`src/hdl/kpd_pkg.sv`:
```
// ----------------------------------------------------------------------------
// kpd_pkg
// shared types, constants and the keymap of the keypad debouncer
// ----------------------------------------------------------------------------
package kpd_pkg;

    // keypad geometry
    localparam int ROW_COUNT = 4;
    localparam int COL_COUNT = 3;
    localparam int LINE_BITS = 3;
    localparam int SCAN_COLS = (COL_COUNT < LINE_BITS) ? COL_COUNT : LINE_BITS;
    localparam int MAP_SIZE  = 12;

    // field widths
    localparam int ROW_W   = 3;
    localparam int LINES_W = 3;
    localparam int TIME_W  = 32;
    localparam int DEB_W   = 16;
    localparam int KEY_W   = 8;
    localparam int COL_W   = 2;
    localparam int IDX_W   = 6;
    localparam int MAP_W   = 4;

    // stream payload widths
    localparam int S_TDATA_W = 40;
    localparam int M_TDATA_W = 8;

    localparam logic [DEB_W-1:0] DEBOUNCE_RESET = 16'd30;
    localparam logic [KEY_W-1:0] NO_KEY         = 8'h00;

    // row-major keymap: 1 2 3 / 4 5 6 / 7 8 9 / * 0 #
    localparam logic [KEY_W-1:0] KEY_TABLE [MAP_SIZE] = '{
        8'h31, 8'h32, 8'h33,
        8'h34, 8'h35, 8'h36,
        8'h37, 8'h38, 8'h39,
        8'h2A, 8'h30, 8'h23
    };

    typedef enum logic [1:0] {
        PH_IDLE     = 2'd0,
        PH_DEBOUNCE = 2'd1,
        PH_PRESSED  = 2'd2,
        PH_RELEASED = 2'd3
    } phase_t;

    // decoded row sample
    typedef struct packed {
        logic              row_ok;
        logic [KEY_W-1:0]  key;
    } sample_t;

    // one result item
    typedef struct packed {
        logic              key_valid;
        logic [KEY_W-1:0]  key_char;
    } result_t;

endpackage

```
`src/hdl/kpd_key_decode.sv`:
```
// ----------------------------------------------------------------------------
// kpd_key_decode
// checks the driven row and maps the lowest low column to its ascii key
// ----------------------------------------------------------------------------
module kpd_key_decode (
    input  logic [kpd_pkg::ROW_W-1:0]   row_number,
    input  logic [kpd_pkg::LINES_W-1:0] column_lines,
    output kpd_pkg::sample_t            sample
);
    import kpd_pkg::*;

    logic             found;
    logic [COL_W-1:0] col;
    logic [ROW_W-1:0] row_m1;
    logic [IDX_W-1:0] idx;

    // priority search, lowest column wins
    always_comb begin
        found = 1'b0;
        col   = '0;
        for (int c = SCAN_COLS - 1; c >= 0; c--) begin
            if (!column_lines[c]) begin
                found = 1'b1;
                col   = COL_W'(c);
            end
        end
    end

    // keymap index and lookup
    assign row_m1 = row_number - 3'd1;
    assign idx    = IDX_W'(row_m1) * IDX_W'(COL_COUNT) + IDX_W'(col);

    always_comb begin
        sample.row_ok = (row_number != '0) && (row_number <= ROW_W'(ROW_COUNT));
        if (found && (idx < IDX_W'(MAP_SIZE))) begin
            sample.key = KEY_TABLE[idx[MAP_W-1:0]];
        end else begin
            sample.key = NO_KEY;
        end
    end

endmodule

```
`src/hdl/kpd_fsm.sv`:
```
// ----------------------------------------------------------------------------
// kpd_fsm
// press / release state machine with elapsed-time debounce
// ----------------------------------------------------------------------------
module kpd_fsm (
    input  logic                        aclk,
    input  logic                        aresetn,
    input  logic                        step,
    input  logic [kpd_pkg::ROW_W-1:0]   row_number,
    input  kpd_pkg::sample_t            sample,
    input  logic [kpd_pkg::TIME_W-1:0]  now_ms,
    input  logic [kpd_pkg::DEB_W-1:0]   debounce_ms,
    output kpd_pkg::result_t            result
);
    import kpd_pkg::*;

    phase_t            phase_reg, phase_next;
    logic [KEY_W-1:0]  held_key_reg, held_key_next;
    logic [ROW_W-1:0]  held_row_reg, held_row_next;
    logic [TIME_W-1:0] start_reg, start_next;
    logic [TIME_W-1:0] elapsed;
    logic              timed_out;
    logic              same_row;
    logic              no_key;

    assign elapsed   = now_ms - start_reg;
    assign timed_out = elapsed > TIME_W'(debounce_ms);
    assign same_row  = row_number == held_row_reg;
    assign no_key    = sample.key == NO_KEY;

    // next state
    always_comb begin
        phase_next = phase_reg;
        if (sample.row_ok) begin
            case (phase_reg)
                PH_IDLE: begin
                    if (!no_key) phase_next = PH_DEBOUNCE;
                end
                PH_DEBOUNCE: begin
                    if (sample.key == held_key_reg && timed_out) begin
                        phase_next = PH_PRESSED;
                    end else if (same_row && no_key) begin
                        phase_next = PH_IDLE;
                    end
                end
                PH_PRESSED: begin
                    if (same_row && no_key) phase_next = PH_RELEASED;
                end
                PH_RELEASED: begin
                    if (same_row && timed_out) phase_next = PH_IDLE;
                end
                default: phase_next = PH_IDLE;
            endcase
        end
    end

    // held key, timer and result
    always_comb begin
        held_key_next   = held_key_reg;
        held_row_next   = held_row_reg;
        start_next      = start_reg;
        result.key_valid = 1'b0;
        result.key_char  = NO_KEY;
        if (sample.row_ok) begin
            case (phase_reg)
                PH_IDLE: begin
                    if (!no_key) begin
                        held_key_next = sample.key;
                        held_row_next = row_number;
                        start_next    = now_ms;
                    end
                end
                PH_PRESSED: begin
                    if (same_row && no_key) start_next = now_ms;
                end
                PH_RELEASED: begin
                    if (same_row && timed_out) begin
                        result.key_valid = 1'b1;
                        result.key_char  = held_key_reg;
                        held_key_next    = NO_KEY;
                        held_row_next    = '0;
                    end
                end
                default: begin
                    held_key_next = held_key_reg;
                end
            endcase
        end
    end

    // state registers, advance once per item
    always_ff @(posedge aclk) begin
        if (!aresetn) begin
            phase_reg    <= PH_IDLE;
            held_key_reg <= NO_KEY;
            held_row_reg <= '0;
            start_reg    <= '0;
        end else if (step) begin
            phase_reg    <= phase_next;
            held_key_reg <= held_key_next;
            held_row_reg <= held_row_next;
            start_reg    <= start_next;
        end
    end

endmodule

```
`src/hdl/keypad_scan_debounce_top.sv`:
```
// a request in the input register moves to the result register once that one is empty or taken
// one request per cycle while the result is not stalled, one result per request
// a stalled result stays in the output register while the input register
// still takes one more request
// reset: synchronous active-low aresetn clears the state machine, both
// stages and sets debounce_ms to 30
// ----------------------------------------------------------------------------
// keypad_scan_debounce_top
// 4x3 matrix keypad debouncer with stream input and output
// ----------------------------------------------------------------------------
module keypad_scan_debounce_top (
    input  logic                            aclk,
    input  logic                            aresetn,
    // row_number[2:0], column_lines[5:3], now_ms[37:6], zero pad
    input  logic [kpd_pkg::S_TDATA_W-1:0]   s_tdata,
    input  logic                            s_tvalid,
    output logic                            s_tready,
    // key_char[7:0]
    output logic [kpd_pkg::M_TDATA_W-1:0]   m_tdata,
    // key_valid[0]
    output logic                            m_tuser,
    output logic                            m_tvalid,
    input  logic                            m_tready,
    // debounce_ms[15:0]
    input  logic [kpd_pkg::DEB_W-1:0]       cfg_data,
    input  logic                            cfg_valid,
    output logic                            cfg_ready
);
    import kpd_pkg::*;

    logic [DEB_W-1:0]   debounce_reg;
    logic               in_valid_reg;
    logic [ROW_W-1:0]   row_reg;
    logic [LINES_W-1:0] lines_reg;
    logic [TIME_W-1:0]  now_reg;
    logic               out_valid_reg;
    result_t            out_reg;
    logic               advance;
    sample_t            sample;
    result_t            result;

    // configuration register
    assign cfg_ready = 1'b1;

    always_ff @(posedge aclk) begin
        if (!aresetn) begin
            debounce_reg <= DEBOUNCE_RESET;
        end else if (cfg_valid) begin
            debounce_reg <= cfg_data;
        end
    end

    // handshake between the two stages
    assign advance  = in_valid_reg && (!out_valid_reg || m_tready);
    assign s_tready = !in_valid_reg || advance;

    // input register
    always_ff @(posedge aclk) begin
        if (!aresetn) begin
            in_valid_reg <= 1'b0;
        end else if (s_tready) begin
            in_valid_reg <= s_tvalid;
        end
    end

    always_ff @(posedge aclk) begin
        if (s_tvalid && s_tready) begin
            row_reg   <= s_tdata[ROW_W-1:0];
            lines_reg <= s_tdata[ROW_W+LINES_W-1:ROW_W];
            now_reg   <= s_tdata[ROW_W+LINES_W+TIME_W-1:ROW_W+LINES_W];
        end
    end

    kpd_key_decode u_decode (
        .row_number   (row_reg),
        .column_lines (lines_reg),
        .sample       (sample)
    );

    kpd_fsm u_fsm (
        .aclk        (aclk),
        .aresetn     (aresetn),
        .step        (advance),
        .row_number  (row_reg),
        .sample      (sample),
        .now_ms      (now_reg),
        .debounce_ms (debounce_reg),
        .result      (result)
    );

    // result register
    always_ff @(posedge aclk) begin
        if (!aresetn) begin
            out_valid_reg <= 1'b0;
        end else if (advance) begin
            out_valid_reg <= 1'b1;
        end else if (m_tready) begin
            out_valid_reg <= 1'b0;
        end
    end

    always_ff @(posedge aclk) begin
        if (advance) begin
            out_reg <= result;
        end
    end

    assign m_tvalid = out_valid_reg;
    assign m_tdata  = out_reg.key_char;
    assign m_tuser  = out_reg.key_valid;

endmodule

```
`config.mk`:
```
export PLATFORM = sky130hd
export DESIGN_NAME = keypad_scan_debounce_top
export DESIGN_NICKNAME = d
export VERILOG_FILES = /design/src/hdl/kpd_pkg.sv /design/src/hdl/kpd_key_decode.sv /design/src/hdl/kpd_fsm.sv /design/src/hdl/keypad_scan_debounce_top.sv
export SDC_FILE = /design/constraint.sdc
export NUM_CORES = 1
export LEC_CHECK = 0
export ABC_AREA = 1
export BUFFER_PORTS_ARGS = -buffer_cell sky130_fd_sc_hd__buf_2
export CORE_MARGIN = 3
export CORE_UTILIZATION = 45
export CTS_CLUSTER_DIAMETER = 50
export DETAILED_ROUTE_END_ITERATION = 7
export PLACE_DENSITY = 0.66
export SYNTH_ARGS = -nofsm -noshare
export SYNTH_HDL_FRONTEND = slang
export SYNTH_SLANG_ARGS = --single-unit
```
`constraint.sdc`:
```
create_clock -name aclk -period 9.7 [get_ports aclk]
set_clock_uncertainty 0.1 [all_clocks]
set_input_delay 1.455 -clock aclk [delete_from_list [all_inputs] [get_ports aclk]]
set_output_delay 1.455 -clock aclk [all_outputs]
set_load 0.02 [all_outputs]
```
# [Yosys cells after proc, flatten, opt, wreduce, memory -nomap -nowiden]
# Memories as Yosys holds them, arrays and structs flattened.
# Index checks and enable logic that the tools add are counted.
[op_classes] n_mul=1 eq_ne=9 n_lt_le_gt_ge=4 n_mux=27 reduce_logical=22 n_addsub=3 bitwise_logic=1
[op_table] op="$mux 32" n=2
[op_table] op="$pmux 32 s2" n=1
[op_table] op="$mux 8" n=5
[op_table] op="$gt 32x16->1" n=1
[op_table] op="$sub 32x32->32" n=1
[op_table] op="$mux 2" n=8
[op_table] op="$pmux 8 s2" n=1
[op_table] op="$reduce_and 5->1" n=2
[op_table] op="$mux 9" n=1
[op_table] op="$eq 8x8->1" n=1
[op_table] op="$logic_not 8->1" n=1
[op_table] op="$pmux 2 s4" n=1
[op_table] op="$logic_and 1x1->1" n=7
[op_table] op="$add 5x2->6" n=1
[op_table] op="$lt 6x4->1 const B" n=1
[op_table] op="$mux 3" n=2
[op_table] op="$pmux 3 s2" n=1
[op_table] op="$reduce_and 6->1" n=1
[op_table] op="$reduce_bool 2->1" n=3
[op_table] op="$ge 5x5->1 const B" n=1
[op_table] op="$mul 3x2->5 const B" n=1
[op_table] op="$mux 1" n=5
[op_table] op="$not 4->5" n=1
[op_table] op="$eq 2x2->1 const B" n=2
[op_table] op="13 further kinds" n=16
[word_totals] memories=1 wordCells=80 mem_bits_ro=128 reg_bits=110 out_inout_bits=12
[mem_list] memory="(name not given)" words=16 width=8 read_ports=1 rd_clocked_by_memory_dff=0 wr=0 line_no="kpd_key_decode.sv:36" text="sample.key = KEY_TABLE[idx[MAP_W-1:0]];"

# [Depth between registers and ports, before layout]
[depth] word_depth=14 depth_mapped=27 ltp_nobuf=27

# [Cells and area by module]
# From an unflattened synthesis, not the netlist that was laid out.
[hier_totals] cells_unflattened=1086 hier_area_um2=7566.0
[modules_own_cells] mod="kpd_fsm" cells_each=888 instances=1 area_each_um2=5106.1
[modules_own_cells] mod="keypad_scan_debounce_top" cells_each=130 instances=1 area_each_um2=2059.5
[modules_own_cells] mod="kpd_key_decode" cells_each=68 instances=1 area_each_um2=400.4

# [Worst setup path after synthesis]
# No wires, ideal clock.
[synth_path] path_type="register to register" from="reg row_reg[0]" to="reg u_fsm.start_reg[17]" arrival_ns=3.283 stages_incl_launch_ff=18 setup_slack_ns=6.199 path_cell_list="edfxtp_1 -> inv_1 -> ha_1 -> xnor2_1 -> inv_1 -> ha_1 -> fa_1 -> or2_4 -> nand2_4 -> nor2_2 -> nor4_2 -> inv_2 -> a31oi_4 -> a21boi_4 -> nand2_4 -> buf_6 -> o21ai_1 -> a21oi_2"
[synth_between] elab_chain_len=12 elab_cells_between_ends=19 classes_between="add/sub: 2; mul: 1; order compare: 2; eq/ne: 3; mux: 3; bitwise: 1; reduce/logical: 6; memory: 1"
[synth_rtl] element="start, declared" line_no="keypad_scan_debounce_top.sv:33" text="logic [ROW_W-1:0] row_reg;"
[synth_rtl] element="start signal, assigned" line_no="keypad_scan_debounce_top.sv:68" text="row_reg <= s_tdata[ROW_W-1:0];"
[synth_rtl] element="$sub 3x1->3" line_no="kpd_key_decode.sv:30" text="assign row_m1 = row_number - 3'd1;"
[synth_rtl] element="$mul 3x2->5" line_no="kpd_key_decode.sv:31" text="assign idx = IDX_W'(row_m1) * IDX_W'(COL_COUNT) + IDX_W'(col);"
[synth_rtl] element="$add 5x2->6" line_no="kpd_key_decode.sv:31"
[synth_rtl] element="$not 4->5 (implied by the code)" line_no="kpd_key_decode.sv:36"
[synth_rtl] element="$mem_v2 16x8"
[synth_rtl] element="$mux 8 (implied by the code) (2 in series)" line_no="kpd_key_decode.sv:36"
[synth_rtl] element="$mux 8" line_no="kpd_key_decode.sv:35" text="if (found && (idx < IDX_W'(MAP_SIZE))) begin"
[synth_rtl] element="$logic_not 8->1" line_no="kpd_fsm.sv:29" text="assign no_key = sample.key == NO_KEY;"
[synth_rtl] element="$logic_and 1x1->1" line_no="kpd_fsm.sv:74" text="if (same_row && no_key) start_next = now_ms;"
[synth_rtl] element="$ne 2x1->1 (no source line)"
[synth_rtl] element="$reduce_and 5->1 (no source line) *"
[synth_rtl] element="end signal, assigned" line_no="kpd_fsm.sv:102" text="start_reg <= start_next;"
[synth_rtl] element="end, declared" line_no="kpd_fsm.sv:20" text="logic [TIME_W-1:0] start_reg, start_next;"
# Mark *: on every way between the ends. The rest lies on a longest branch, timed or not. The select of a mux whose other input is x is not followed.
# A chain may end at the register's enable or synchronous reset.

# [Worst setup path after layout]
[layout_path] from="reg row_reg[0]" to="reg u_fsm.start_reg[15]"
# The elaborated chain is that of the path after synthesis.

==> run metrics <==
Starting Density 0.461; Nets 1184; met3 wire length 578 um; final setup fails 0; post-DR wirelength/cell 11.5 um; Hold Path End u_fsm.start_reg[26]; WL met1 7.30 mm; clock period minus worst slack 4130 ps; commonest non-fill, non-tap cell in the layout nand2_1; Worst Setup End Kind register; Post-Syn Instances 1002; HP Class register to register; worst-margin pin slew 856 ps; critical path class register to register; Placed Cells incl. Taps 1266; commonest cells after routing, fill and taps aside nand2_1 (302), inv_1 (202), a21oi_1 (84); reg-to-reg endpoint u_fsm.start_reg[15]; Post-CTS Resized 0; Vias 5959; area of the multi-input gates 0.00357 sq mm; Post-Layout Cell Count 1282; die height 131 um; FF+latch area 0.00257 sq mm; setup TNS 0 ps; pwr/cell area 155 mW/mm^2; layout cell share with drive strength beyond 1 0.0934; Routed Antenna Nets 0; syn_area_per_cell 7.01 sq um; hold path depth 2; Total GRT Usage 0.181; worst reg2reg path depth 16; R2R Setup Slk 5570 ps; DRC 0; Detailed Route WL 14.7 mm; root buffer cell clkbuf_16; GRT overflow 0; Clock Latency Late Sink 350 ps; diodes inserted 0; # clock sinks 106; crit share post-route 0.425; Iter 0 DRT Violations 259; I/O Buffers 67; GPL Wtd Cong 0.909; Die W 131 um; Req. time, crit path 9810 ps; pin count of the biggest net entering global routing 64; Final Hold Viols 0; max cap viols 0; Slew HR 0.429; filler instances 1535; average via count per standard cell 4.65; core area 0.0153 sq mm; Worst Path Arrival 4240 ps; routed wl met2 6.65 mm; distinct cell type count after synthesis 40; worst IR drop on VDD 0.000111 V; Die ar. 0.0172 sq mm; outcome finished, final reports clean; Post CTS Setup Buffer Count 0; Yosys reg bits 106; Num CTS Buffers 9; Top Layer Used met4; Syn. warnings 0; RSZ-0062 raised after global routing false; # hold bufs at CTS 0; initial antenna violation count 0; register clock-pin slew on the reported worst setup and hold paths 70 ps; # rows 45; crit path launch type register; IO Pins 73; global-route wire length before repair 24.9 mm; synthesized cell area 0.00703 sq mm; clock buffer depth 2; Slew Viols, Final 0; Leakage 0.00395 uW; Crit Path Max Fanout 63; First-pass DRT Iterations 4; vias in the first global route 5507; CTS tree built; HP Start u_fsm.start_reg[26]; Fmax 242 MHz; Area growth syn-to-layout 11.3%; htree depth 3; Reg-to-Reg Start row_reg[0]; hpwl dp 11.6 mm; post-synthesis sequential area ratio 0.366
==> metrics by stage <==
step / hold WS [ps] / total power, uW / area (sq um) / setup WS (ps) / utilization
floorplan: 333 / 776 / 7030 / 6200 / -
global placement: 343 / 849 / 7530 / 5630 / 0.493
detailed placement: 351 / 855 / 7530 / 5570 / 0.493
CTS: 361 / 1230 / 7820 / 5550 / 0.513
global route: 374 / 1300 / 7820 / 5190 / 0.513
finish: 357 / 1210 / 7820 / 5570 / 0.513
==> critical path, cell delays in order (launching register included) <==
cell and delay [ps]:
edfxtp_1 420, inv_1 100, ha_1 210, xnor2_1 190
inv_1 110, ha_1 350, fa_1 450, or2_4 250
nand2_4 90, nor2_2 40, nor4_2 250, inv_2 120
a31oi_4 230, a21boi_4 310, nand2_4 380, o21ai_0 300
a21oi_1 60
==> cell type report <==
cell class / instances / area share
sequential: 106 / 0.329
timing repair buffer: 69 / 0.0448
clock inverter: 4 / 0.00656
tap: 211 / 0.0337
clock buffer: 12 / 0.0315
inverter: 205 / 0.0984
multi-input combinational: 675 / 0.456
==> cell families (layout without fill, tap and decap cells) <==
logic type               count (synthesis)  count (layout)  share of synthesized area
buffers and inverters                  222             290                      0.127
adder cells (fa/ha/maj)                 57              57                      0.104
flip-flops                             106             106                      0.366
other                                    2               3                    0.00107
AND/OR/NAND/NOR                        443             443                      0.260
AO/OA/AOI/OAI                          148             148                      0.113
XOR/XNOR                                24              24                     0.0299
==> worst max path at each step <==
stage               start             endpoint  slack (ps)
2_1_floorplan  row_reg[0]  u_fsm.start_reg[17]        6200
3_3_place_gp   row_reg[0]  u_fsm.start_reg[15]        5630
3_5_place_dp   row_reg[0]  u_fsm.start_reg[15]        5570
4_1_cts        row_reg[0]  u_fsm.start_reg[15]        5550
5_1_grt        row_reg[0]  u_fsm.start_reg[14]        5190
6_report       row_reg[0]  u_fsm.start_reg[15]        5570
==> metal layers <==
metal | global-route usage | vias up
met2 | 0.297 | 95
li1 | - | 3261
met5 | 0 | -
met4 | 0.0502 | 0
met1 | 0.246 | 2588
met3 | 0.0333 | 15
==> power by group <==
| group | total, uW | switching (uW) | internal [uW] |
|---|---|---|---|
| Sequential | 504 | 11.3 | 492 |
| Combinational | 342 | 216 | 126 |
| Clock | 367 | 159 | 208 |
| Total | 1210 | 387 | 826 |
==> cells in the mapped netlist (all sizes together) <==
cell | count | share of area
a21boi | 2 | 0.0037
a21o | 1 | 0.0011
a21oi | 86 | 0.062
a31oi | 1 | 0.0030
and2 | 4 | 0.0036
and3 | 3 | 0.0027
buf | 9 | 0.013
clkbuf | 8 | 0.0043
clkinv | 2 | 0.0011
conb | 2 | 0.0011
dfxtp | 61 | 0.17
edfxtp | 45 | 0.19
fa | 2 | 0.0057
ha | 55 | 0.098
inv | 203 | 0.11
nand2 | 308 | 0.17
nand3 | 40 | 0.028
nand3b | 2 | 0.0021
nand4 | 13 | 0.012
nor2 | 64 | 0.035
nor3 | 4 | 0.0036
nor4 | 2 | 0.0027
o211ai | 1 | 0.0011
o21ai | 55 | 0.039
o21bai | 1 | 0.0011
o31ai | 1 | 0.0011
or2 | 3 | 0.0030
xnor2 | 5 | 0.0062
xor2 | 19 | 0.024
Power figures use the tool's default switching activity.
